[src/hdl/u8u16_pkg.sv]
`default_nettype none

package u8u16_pkg;

    localparam int U8U16_FIFO_DEPTH = 4;

    localparam logic [20:0] PLANE1_START        = 21'h010000;
    localparam logic [20:0] MAX_CODE            = 21'h10FFFF;
    localparam logic [20:0] SURR_FIRST          = 21'h00D800;
    localparam logic [20:0] SURR_LAST           = 21'h00DFFF;
    localparam logic [20:0] THREE_BYTE_MIN_BITS = 21'h00F800;
    localparam logic [20:0] FOUR_BYTE_MIN_BITS  = 21'h1F0000;
    localparam logic [10:0] TWO_BYTE_MIN_BITS   = 11'h780;
    localparam logic [15:0] SURR_HIGH_BASE      = 16'hD800;
    localparam logic [15:0] SURR_LOW_BASE       = 16'hDC00;
    localparam logic [9:0]  TEN_BIT_MASK        = 10'h3FF;

    // One result as it leaves the block, less the last-unit flag.
    typedef struct packed {
        logic [15:0] unit;
        logic        err;
        logic        str_end;
    } res_t;

    // Everything one input byte produces: one result, or two when pair is set.
    typedef struct packed {
        res_t r0;
        res_t r1;
        logic pair;
    } entry_t;

    typedef struct packed {
        logic full;
        logic empty;
    } fifo_stat_t;

endpackage

`default_nettype wire

[src/hdl/u8u16_front.sv]
`default_nettype none

module u8u16_front
    import u8u16_pkg::*;
(
    input  wire logic       clk,
    input  wire logic       rst_n,
    input  wire logic       accept,
    input  wire logic [7:0] in_byte,
    output entry_t          wr_entry,
    output logic            wr_en
);

    typedef struct packed {
        logic        has;
        res_t        res;
        logic [1:0]  pend;
        logic [1:0]  seq;
        logic [20:0] part;
    } lead_t;

    logic [1:0]  pend_reg, pend_next;
    logic [1:0]  seq_reg, seq_next;
    logic [20:0] part_reg, part_next;

    function automatic lead_t decode_lead(input logic [7:0] b);
        lead_t l;
        logic [10:0] c2;
        l = '0;
        c2 = {b[4:0], 6'b0};
        if (!b[7]) begin
            l.has = 1'b1;
            l.res.unit = {8'b0, b};
            l.res.str_end = (b == 8'h00);
        end else if (b[7:5] == 3'b110) begin
            if ((c2 & TWO_BYTE_MIN_BITS) == '0) begin
                l.has = 1'b1;
                l.res.err = 1'b1;
            end else begin
                l.part = {10'b0, c2};
                l.pend = 2'd1;
                l.seq = 2'd1;
            end
        end else if (b[7:4] == 4'b1110) begin
            l.part = {5'b0, b[3:0], 12'b0};
            l.pend = 2'd2;
            l.seq = 2'd2;
        end else if (b[7:3] == 5'b11110) begin
            l.part = {b[2:0], 18'b0};
            l.pend = 2'd3;
            l.seq = 2'd3;
        end else begin
            l.has = 1'b1;
            l.res.err = 1'b1;
        end
        return l;
    endfunction

    always_comb
    begin
        lead_t       l;
        logic [20:0] sh;
        logic [20:0] c;
        logic [20:0] d;
        logic        first;
        logic [1:0]  left;

        l = decode_lead(in_byte);
        case (pend_reg)
            2'd1:    sh = {15'b0, in_byte[5:0]};
            2'd2:    sh = {9'b0, in_byte[5:0], 6'b0};
            2'd3:    sh = {3'b0, in_byte[5:0], 12'b0};
            default: sh = '0;
        endcase
        c = part_reg | sh;
        d = c - PLANE1_START;
        first = (pend_reg == seq_reg);
        left = pend_reg - 2'd1;

        pend_next = pend_reg;
        seq_next = seq_reg;
        part_next = part_reg;
        wr_entry = '0;
        wr_en = 1'b0;

        if (accept) begin
            if (pend_reg != 2'd0 && in_byte[7:6] == 2'b10) begin
                pend_next = '0;
                seq_next = '0;
                part_next = '0;
                if (first && ((seq_reg == 2'd2 && (c & THREE_BYTE_MIN_BITS) == '0)
                        || (seq_reg == 2'd3 && (c & FOUR_BYTE_MIN_BITS) == '0))) begin
                    wr_en = 1'b1;
                    wr_entry.r0.err = 1'b1;
                end else if (left != 2'd0) begin
                    // hold the sequence, more continuation bytes to come
                    pend_next = left;
                    seq_next = seq_reg;
                    part_next = c;
                end else if ((c >= SURR_FIRST && c <= SURR_LAST) || c > MAX_CODE) begin
                    wr_en = 1'b1;
                    wr_entry.r0.err = 1'b1;
                end else if (c >= PLANE1_START) begin
                    wr_en = 1'b1;
                    wr_entry.pair = 1'b1;
                    wr_entry.r0.unit = SURR_HIGH_BASE | {6'b0, d[19:10]};
                    wr_entry.r1.unit = SURR_LOW_BASE | {6'b0, d[9:0] & TEN_BIT_MASK};
                end else begin
                    wr_en = 1'b1;
                    wr_entry.r0.unit = c[15:0];
                    wr_entry.r0.str_end = (c == '0);
                end
            end else if (pend_reg != 2'd0) begin
                // missing continuation: drop the sequence, then decode as lead
                wr_en = 1'b1;
                wr_entry.r0.err = 1'b1;
                wr_entry.pair = l.has;
                wr_entry.r1 = l.res;
                pend_next = l.pend;
                seq_next = l.seq;
                part_next = l.part;
            end else begin
                wr_en = l.has;
                wr_entry.r0 = l.res;
                pend_next = l.pend;
                seq_next = l.seq;
                part_next = l.part;
            end
        end
    end

    always_ff @(posedge clk or negedge rst_n)
    begin
        if (!rst_n) begin
            pend_reg <= '0;
            seq_reg <= '0;
            part_reg <= '0;
        end else begin
            pend_reg <= pend_next;
            seq_reg <= seq_next;
            part_reg <= part_next;
        end
    end

endmodule

`default_nettype wire

[src/hdl/u8u16_fifo.sv]
`default_nettype none

module u8u16_fifo
    import u8u16_pkg::*;
#(
    parameter int DEPTH = U8U16_FIFO_DEPTH
)
(
    input  wire logic                       clk,
    input  wire logic                       rst_n,
    input  wire logic                       wr_en,
    input  wire entry_t                     wr_entry,
    input  wire logic                       rd_en,
    output entry_t                          rd_entry,
    output fifo_stat_t                      stat,
    output logic [$clog2(DEPTH + 1) - 1:0]  count
);

    localparam int PTR_W = (DEPTH > 1) ? $clog2(DEPTH) : 1;
    localparam int CNT_W = $clog2(DEPTH + 1);

    entry_t             mem_reg [DEPTH];
    logic [PTR_W - 1:0] wr_ptr_reg, rd_ptr_reg;
    logic [CNT_W - 1:0] cnt_reg;
    logic               do_wr, do_rd;

    assign do_wr = wr_en && !stat.full;
    assign do_rd = rd_en && !stat.empty;
    assign stat.full = (cnt_reg == CNT_W'(DEPTH));
    assign stat.empty = (cnt_reg == '0);
    assign rd_entry = mem_reg[rd_ptr_reg];
    assign count = cnt_reg;

    function automatic logic [PTR_W - 1:0] bump(input logic [PTR_W - 1:0] p);
        return (p == PTR_W'(DEPTH - 1)) ? '0 : p + 1'b1;
    endfunction

    always_ff @(posedge clk)
    begin
        if (do_wr) begin
            mem_reg[wr_ptr_reg] <= wr_entry;
        end
    end

    always_ff @(posedge clk or negedge rst_n)
    begin
        if (!rst_n) begin
            wr_ptr_reg <= '0;
            rd_ptr_reg <= '0;
            cnt_reg <= '0;
        end else begin
            if (do_wr) begin
                wr_ptr_reg <= bump(wr_ptr_reg);
            end
            if (do_rd) begin
                rd_ptr_reg <= bump(rd_ptr_reg);
            end
            case ({do_wr, do_rd})
                2'b10:   cnt_reg <= cnt_reg + 1'b1;
                2'b01:   cnt_reg <= cnt_reg - 1'b1;
                default: cnt_reg <= cnt_reg;
            endcase
        end
    end

endmodule

`default_nettype wire

[src/hdl/u8u16_back.sv]
`default_nettype none

module u8u16_back
    import u8u16_pkg::*;
(
    input  wire logic        clk,
    input  wire logic        rst_n,
    input  wire entry_t      rd_entry,
    input  wire fifo_stat_t  stat,
    output logic             rd_en,
    input  wire logic        pop,
    output logic             empty,
    output logic [15:0]      code_unit,
    output logic             is_error,
    output logic             last_unit,
    output logic             string_end
);

    logic out_valid_reg;
    res_t out_res_reg;
    logic out_last_reg;
    logic hold_valid_reg;
    res_t hold_res_reg;
    logic load;

    // advance whenever the output slot is free or being taken
    assign load = !out_valid_reg || pop;
    assign rd_en = load && !hold_valid_reg && !stat.empty;

    assign empty = !out_valid_reg;
    assign code_unit = out_res_reg.unit;
    assign is_error = out_res_reg.err;
    assign string_end = out_res_reg.str_end;
    assign last_unit = out_last_reg;

    always_ff @(posedge clk)
    begin
        if (load) begin
            if (hold_valid_reg) begin
                out_res_reg <= hold_res_reg;
                out_last_reg <= 1'b1;
            end else begin
                out_res_reg <= rd_entry.r0;
                out_last_reg <= !rd_entry.pair;
                hold_res_reg <= rd_entry.r1;
            end
        end
    end

    always_ff @(posedge clk or negedge rst_n)
    begin
        if (!rst_n) begin
            out_valid_reg <= 1'b0;
            hold_valid_reg <= 1'b0;
        end else if (load) begin
            if (hold_valid_reg) begin
                out_valid_reg <= 1'b1;
                hold_valid_reg <= 1'b0;
            end else begin
                out_valid_reg <= !stat.empty;
                hold_valid_reg <= !stat.empty && rd_entry.pair;
            end
        end
    end

endmodule

`default_nettype wire

[src/hdl/utf8_to_utf16_converter_top.sv]
// A byte's first result enters the queue as the byte transfers, then the output register.
// Throughput: one byte per cycle while full is low; a surrogate-pair byte needs two result pops.
// The queue between decoder and output stage (FIFO_DEPTH entries) sets how long pops may stall
// before full rises.
// Reset (rst_n low, asynchronous): decoder waits for a lead byte, queue and output are empty.
`default_nettype none

module utf8_to_utf16_converter_top
    import u8u16_pkg::*;
#(
    parameter int FIFO_DEPTH = U8U16_FIFO_DEPTH
)
(
    input  wire logic        clk,
    input  wire logic        rst_n,
    input  wire logic        push,
    output logic             full,
    input  wire logic [7:0]  in_byte,
    output logic             empty,
    input  wire logic        pop,
    output logic [15:0]      code_unit,
    output logic             is_error,
    output logic             last_unit,
    output logic             string_end
);

    localparam int CNT_W = $clog2(FIFO_DEPTH + 1);

    entry_t             wr_entry;
    entry_t             rd_entry;
    logic               wr_en;
    logic               rd_en;
    fifo_stat_t         stat;
    logic [CNT_W - 1:0] fifo_count;
    logic               accept;

    // A byte transfers whenever the queue has room, whether or not it yields a result.
    assign full = stat.full;
    assign accept = push && !stat.full;

    // Front: hold the partial code point, classify each byte and write its results as one entry.
    u8u16_front u_front (
        .clk      (clk),
        .rst_n    (rst_n),
        .accept   (accept),
        .in_byte  (in_byte),
        .wr_entry (wr_entry),
        .wr_en    (wr_en)
    );

    // Queue: decouple decoding from result delivery so either side may stall alone.
    u8u16_fifo #(
        .DEPTH (FIFO_DEPTH)
    ) u_fifo (
        .clk      (clk),
        .rst_n    (rst_n),
        .wr_en    (wr_en),
        .wr_entry (wr_entry),
        .rd_en    (rd_en),
        .rd_entry (rd_entry),
        .stat     (stat),
        .count    (fifo_count)
    );

    // Back: present results one per transfer, holding the low surrogate of a pair aside.
    u8u16_back u_back (
        .clk        (clk),
        .rst_n      (rst_n),
        .rd_entry   (rd_entry),
        .stat       (stat),
        .rd_en      (rd_en),
        .pop        (pop),
        .empty      (empty),
        .code_unit  (code_unit),
        .is_error   (is_error),
        .last_unit  (last_unit),
        .string_end (string_end)
    );

`ifndef ASSERT_OFF
    // The queue occupancy never exceeds its depth, and full tracks it exactly.
    assert property (@(posedge clk) disable iff (!rst_n)
        (fifo_count <= CNT_W'(FIFO_DEPTH)) && (stat.full == (fifo_count == CNT_W'(FIFO_DEPTH))))
        else $error("queue occupancy out of step with full");

    // An error result carries unit zero and no string end.
    assert property (@(posedge clk) disable iff (!rst_n)
        (!empty && is_error) |-> (code_unit == 16'h0000 && !string_end))
        else $error("error result with non-zero payload");

    // A string end is always a final, non-error unit of value zero.
    assert property (@(posedge clk) disable iff (!rst_n)
        (!empty && string_end) |-> (code_unit == 16'h0000 && last_unit && !is_error))
        else $error("malformed string end result");

    // A high surrogate is never the last result of its byte.
    assert property (@(posedge clk) disable iff (!rst_n)
        (!empty && code_unit[15:10] == 6'b110110) |-> !last_unit)
        else $error("high surrogate marked as last unit");
`endif

endmodule

`default_nettype wire

[config.mk]
export PLATFORM = sky130hd
export DESIGN_NAME = utf8_to_utf16_converter_top
export DESIGN_NICKNAME = d
export VERILOG_FILES = /design/src/hdl/u8u16_pkg.sv /design/src/hdl/u8u16_front.sv /design/src/hdl/u8u16_fifo.sv /design/src/hdl/u8u16_back.sv /design/src/hdl/utf8_to_utf16_converter_top.sv
export SDC_FILE = /design/constraint.sdc
export NUM_CORES = 1
export LEC_CHECK = 0
export BUFFER_PORTS_ARGS = -buffer_cell sky130_fd_sc_hd__buf_2
export CAP_MARGIN = 30
export CORE_AREA = 2 2 140 101
export DETAILED_ROUTE_END_ITERATION = 6
export DIE_AREA = 0 0 142 103
export GPL_TIMING_DRIVEN = 0
export PLACE_DENSITY = 0.78
export SLEW_MARGIN = 20
export SYNTH_ARGS = -nofsm -noshare
export SYNTH_HDL_FRONTEND = slang
export SYNTH_SLANG_ARGS = --single-unit
[constraint.sdc]
create_clock -name clk -period 9.3 [get_ports clk]
set_input_delay 0.465 -clock clk [delete_from_list [all_inputs] [get_ports clk]]
set_output_delay 0.465 -clock clk [all_outputs]
set_load 0.05 [all_outputs]
==> flow_summary.toml <==
[setup_path]
r2r_slack_ps = 5070
crit_cells = 13
cp_max_fo = 10
path_common_cell = "ha_1"
regToRegStartpoint = "u_front.pend_reg[0]"
critPathLaunchType = "register"
required_ps = 9430
reg2reg_depth = 13
critPathMaxStageDelay_ps = 620
arrival_ps = 4360
critPathSlowestCell = "nor3b_1"
cp-startpoint = "u_front.pend_reg[0]"
critPathBufInv = 3
worstPathCellList = "inv_1, ha_1, nor2b_1, buf_2, a21oi_1, ha_1, or4b_1, nor2_1, a211oi_1, nand3_1, nand4b_2, buf_4, nor3b_1"
setup.worst_path.end = "u_fifo.mem_reg[3][34]"
r2r_end = "u_fifo.mem_reg[3][34]"
cp_top_family = "simple AND/OR/NAND/NOR gates"
path_class = "register to register"
worstSetupEndpointType = "register"

[clock_tree]
cts_tree = "yes"
clockRootBuffer = "clkbuf_16"
path_clk_slew_ps = 70
h-tree-depth = 4
clock_path_buffers = 2
clock-sinks = 194
cts-resized-gates = 0
numCtsBuffers = 17
clk_latency_ps = 440

[run_status]
status = "complete, no violations"

[placement]
portBuffers = 31
placed_area_um2 = 8960
dpl.hpwl_um = 13500
gp_congestion = 0.935

[hold_path]
hp-start = "push"
hp-class = "input pin to register"
min_path_cells = 3

[synth]
synth_edf_count = 160
synth_area_leaders = "edfxtp_1, dfrtp_1, mux4_2, mux2_2, a21oi_1"
yosys.area.top_type = "edfxtp_1"
synth_area_um2 = 8500
synth.distinct_cells = 59
synthFlopType = "edfxtp_1"
synth.top_cell.area_share_pct = 56.5
ys_seq_elements = 194
ys_async_sr_fraction_pct = 17.5
netlist_instances = 564
yosys_warnings = 0
synth.avg_cell_area_um2 = 15.1
ys_seq_area_share_pct = 66.5
syn-num-nets = 591

[timing]
rsz0062_at_grt = "no"
period_needed_ps = 4230
fin_tns_setup_ps = 0
finalHoldViolCount = 0
slew-limit-headroom_pct = 42.1
slew_violations = 0
setup_viol = 0
worst_clock_skew_ps = 14.8
fin_crit_sh_pct = 45.5
worst_pin_slew_ps = 868
max_freq_ghz = 0.236

[die]
num_rows = 36
io_pins = 33
die_w_um = 142
start_util_pct = 63.1
core-area_um2 = 13500
die_y_um = 103
die_area_um2 = 14600

[global_route]
grt_max_degree = 35
top_usage_layer = "met2"
use_met2_pct = 43.0
grt_use_met1_pct = 41.0
grt_pass1_wl_um = 29300
grt_use_total_pct = 28.1
antenna_found_initial = 0
grt_pass1_vias = 5065
grt.overflow.total = 0
met3_usage_pct = 6.87

[routing]
postRouteAntennaNets = 0
avgViaCountPerCell = 6.41
wl_per_cell_um = 23.9
vias = 5154
drcViolationCount = 0
drtPass1Iterations = 5
drt_iter0_drc = 427
totalWireLength_um = 19200

[finish]
design_area_um2 = 9580
antenna_cells = 0
syn_to_final_growth_pct = 12.7
drive_gt1_share_pct = 23.5
final_net_count = 647
largest_reg_flops = 128

[power_and_ir_drop]
power_density_nw_per_um2 = 309
p_total_mw = 2.96
ir_drop_mv = 0.181
leakage_nw = 3.51

[run]
max_cap_violations = 0
[logic make-up after synthesis]
group           Yosys count  share of synthesized area [%]
flops                   194                           66.5
simple gates            137                           8.50
compound gates          110                           8.27
mux                      54                           11.4
buf+inv                  49                           2.47
fa+ha+maj                15                           2.30
xor+xnor                  5                          0.515
[routing by layer]
metal	part of all wire, %	up-vias
met3	7.6	20
met1	44	2606
met2	47	250
met5	0	-
met4	1.5	0
li1	-	2278
[repair_timing]
item,in CTS,in global routing
hold buffers,0,1
setup buffers,0,0
endpoints found under the hold margin,0,12
[how the worst min path moves through the flow]
stage                       endpoint  slack, ps
3_5_place_dp    u_front.part_reg[11]        490
5_1_grt          u_front.pend_reg[0]        460
2_1_floorplan  u_back.hold_valid_reg        170
4_1_cts          u_front.pend_reg[1]        160
6_report         u_front.pend_reg[0]        450
3_3_place_gp         u_fifo.count[2]        470
[final cells by class]
| cell class | instances | area (um^2) |
|---|---|---|
| buffer | 28 | 131 |
| clock buffer | 21 | 460 |
| clock inverter | 11 | 126 |
| fill | 848 | 3890 |
| inverter | 21 | 78.8 |
| multi-input combinational | 321 | 2640 |
| sequential | 194 | 5660 |
| tap | 171 | 214 |
| timing repair buffer | 37 | 273 |
[tightest hold or removal path, cell delays in order]
cell	delay (ps)
buf_2	100
nand2b_1	190
a21oi_1	100
[report_power, final]
group / switching, mW / internal (mW) / leakage, nW
registers: 0.0686 / 1.18 / 2.03
clock network: 0.325 / 0.390 / 0.280
logic: 0.636 / 0.360 / 1.20
total: 1.03 / 1.93 / 3.51
[stage by stage]
step	worst slack [ps]	cells	util [%]	hold WS (ps)
2_1_floorplan	5470	564	-	169
3_3_place_gp	4390	766	65.8	472
3_5_place_dp	5130	770	66.5	491
4_1_cts	5100	802	70.9	164
5_1_grt	4810	804	71.1	461
6_report	5070	804	71.1	451
[cells in the mapped netlist (10+ instances only)]
cell	n
nand2_1	34
mux4_2	32
mux2_2	22
inv_1	21
o21ai_0	33
edfxtp_1	160
ha_1	14
a21oi_1	38
nor2_1	37
dfrtp_1	34
nand2b_1	10
and2_1	11
clkbuf_1	16
[placed cells by master, fill, tap and decap left out, drive strengths merged, types with 3 or more instances in the layout]
cell type,count
nor4,6
o21ai,34
a21oi,38
nand3,3
buf,48
a211oi,6
clkinv,6
clkbuf,37
edfxtp,160
a32o,5
nand2b,10
nor3,10
ha,14
dfrtp,34
nor2b,5
o22ai,6
inv,23
mux4,32
a21o,3
nor2,37
and3,3
xor2,4
nand4,5
and2,12
nand2,35
a31oi,5
mux2,22
Power figures use the tool's default switching activity.
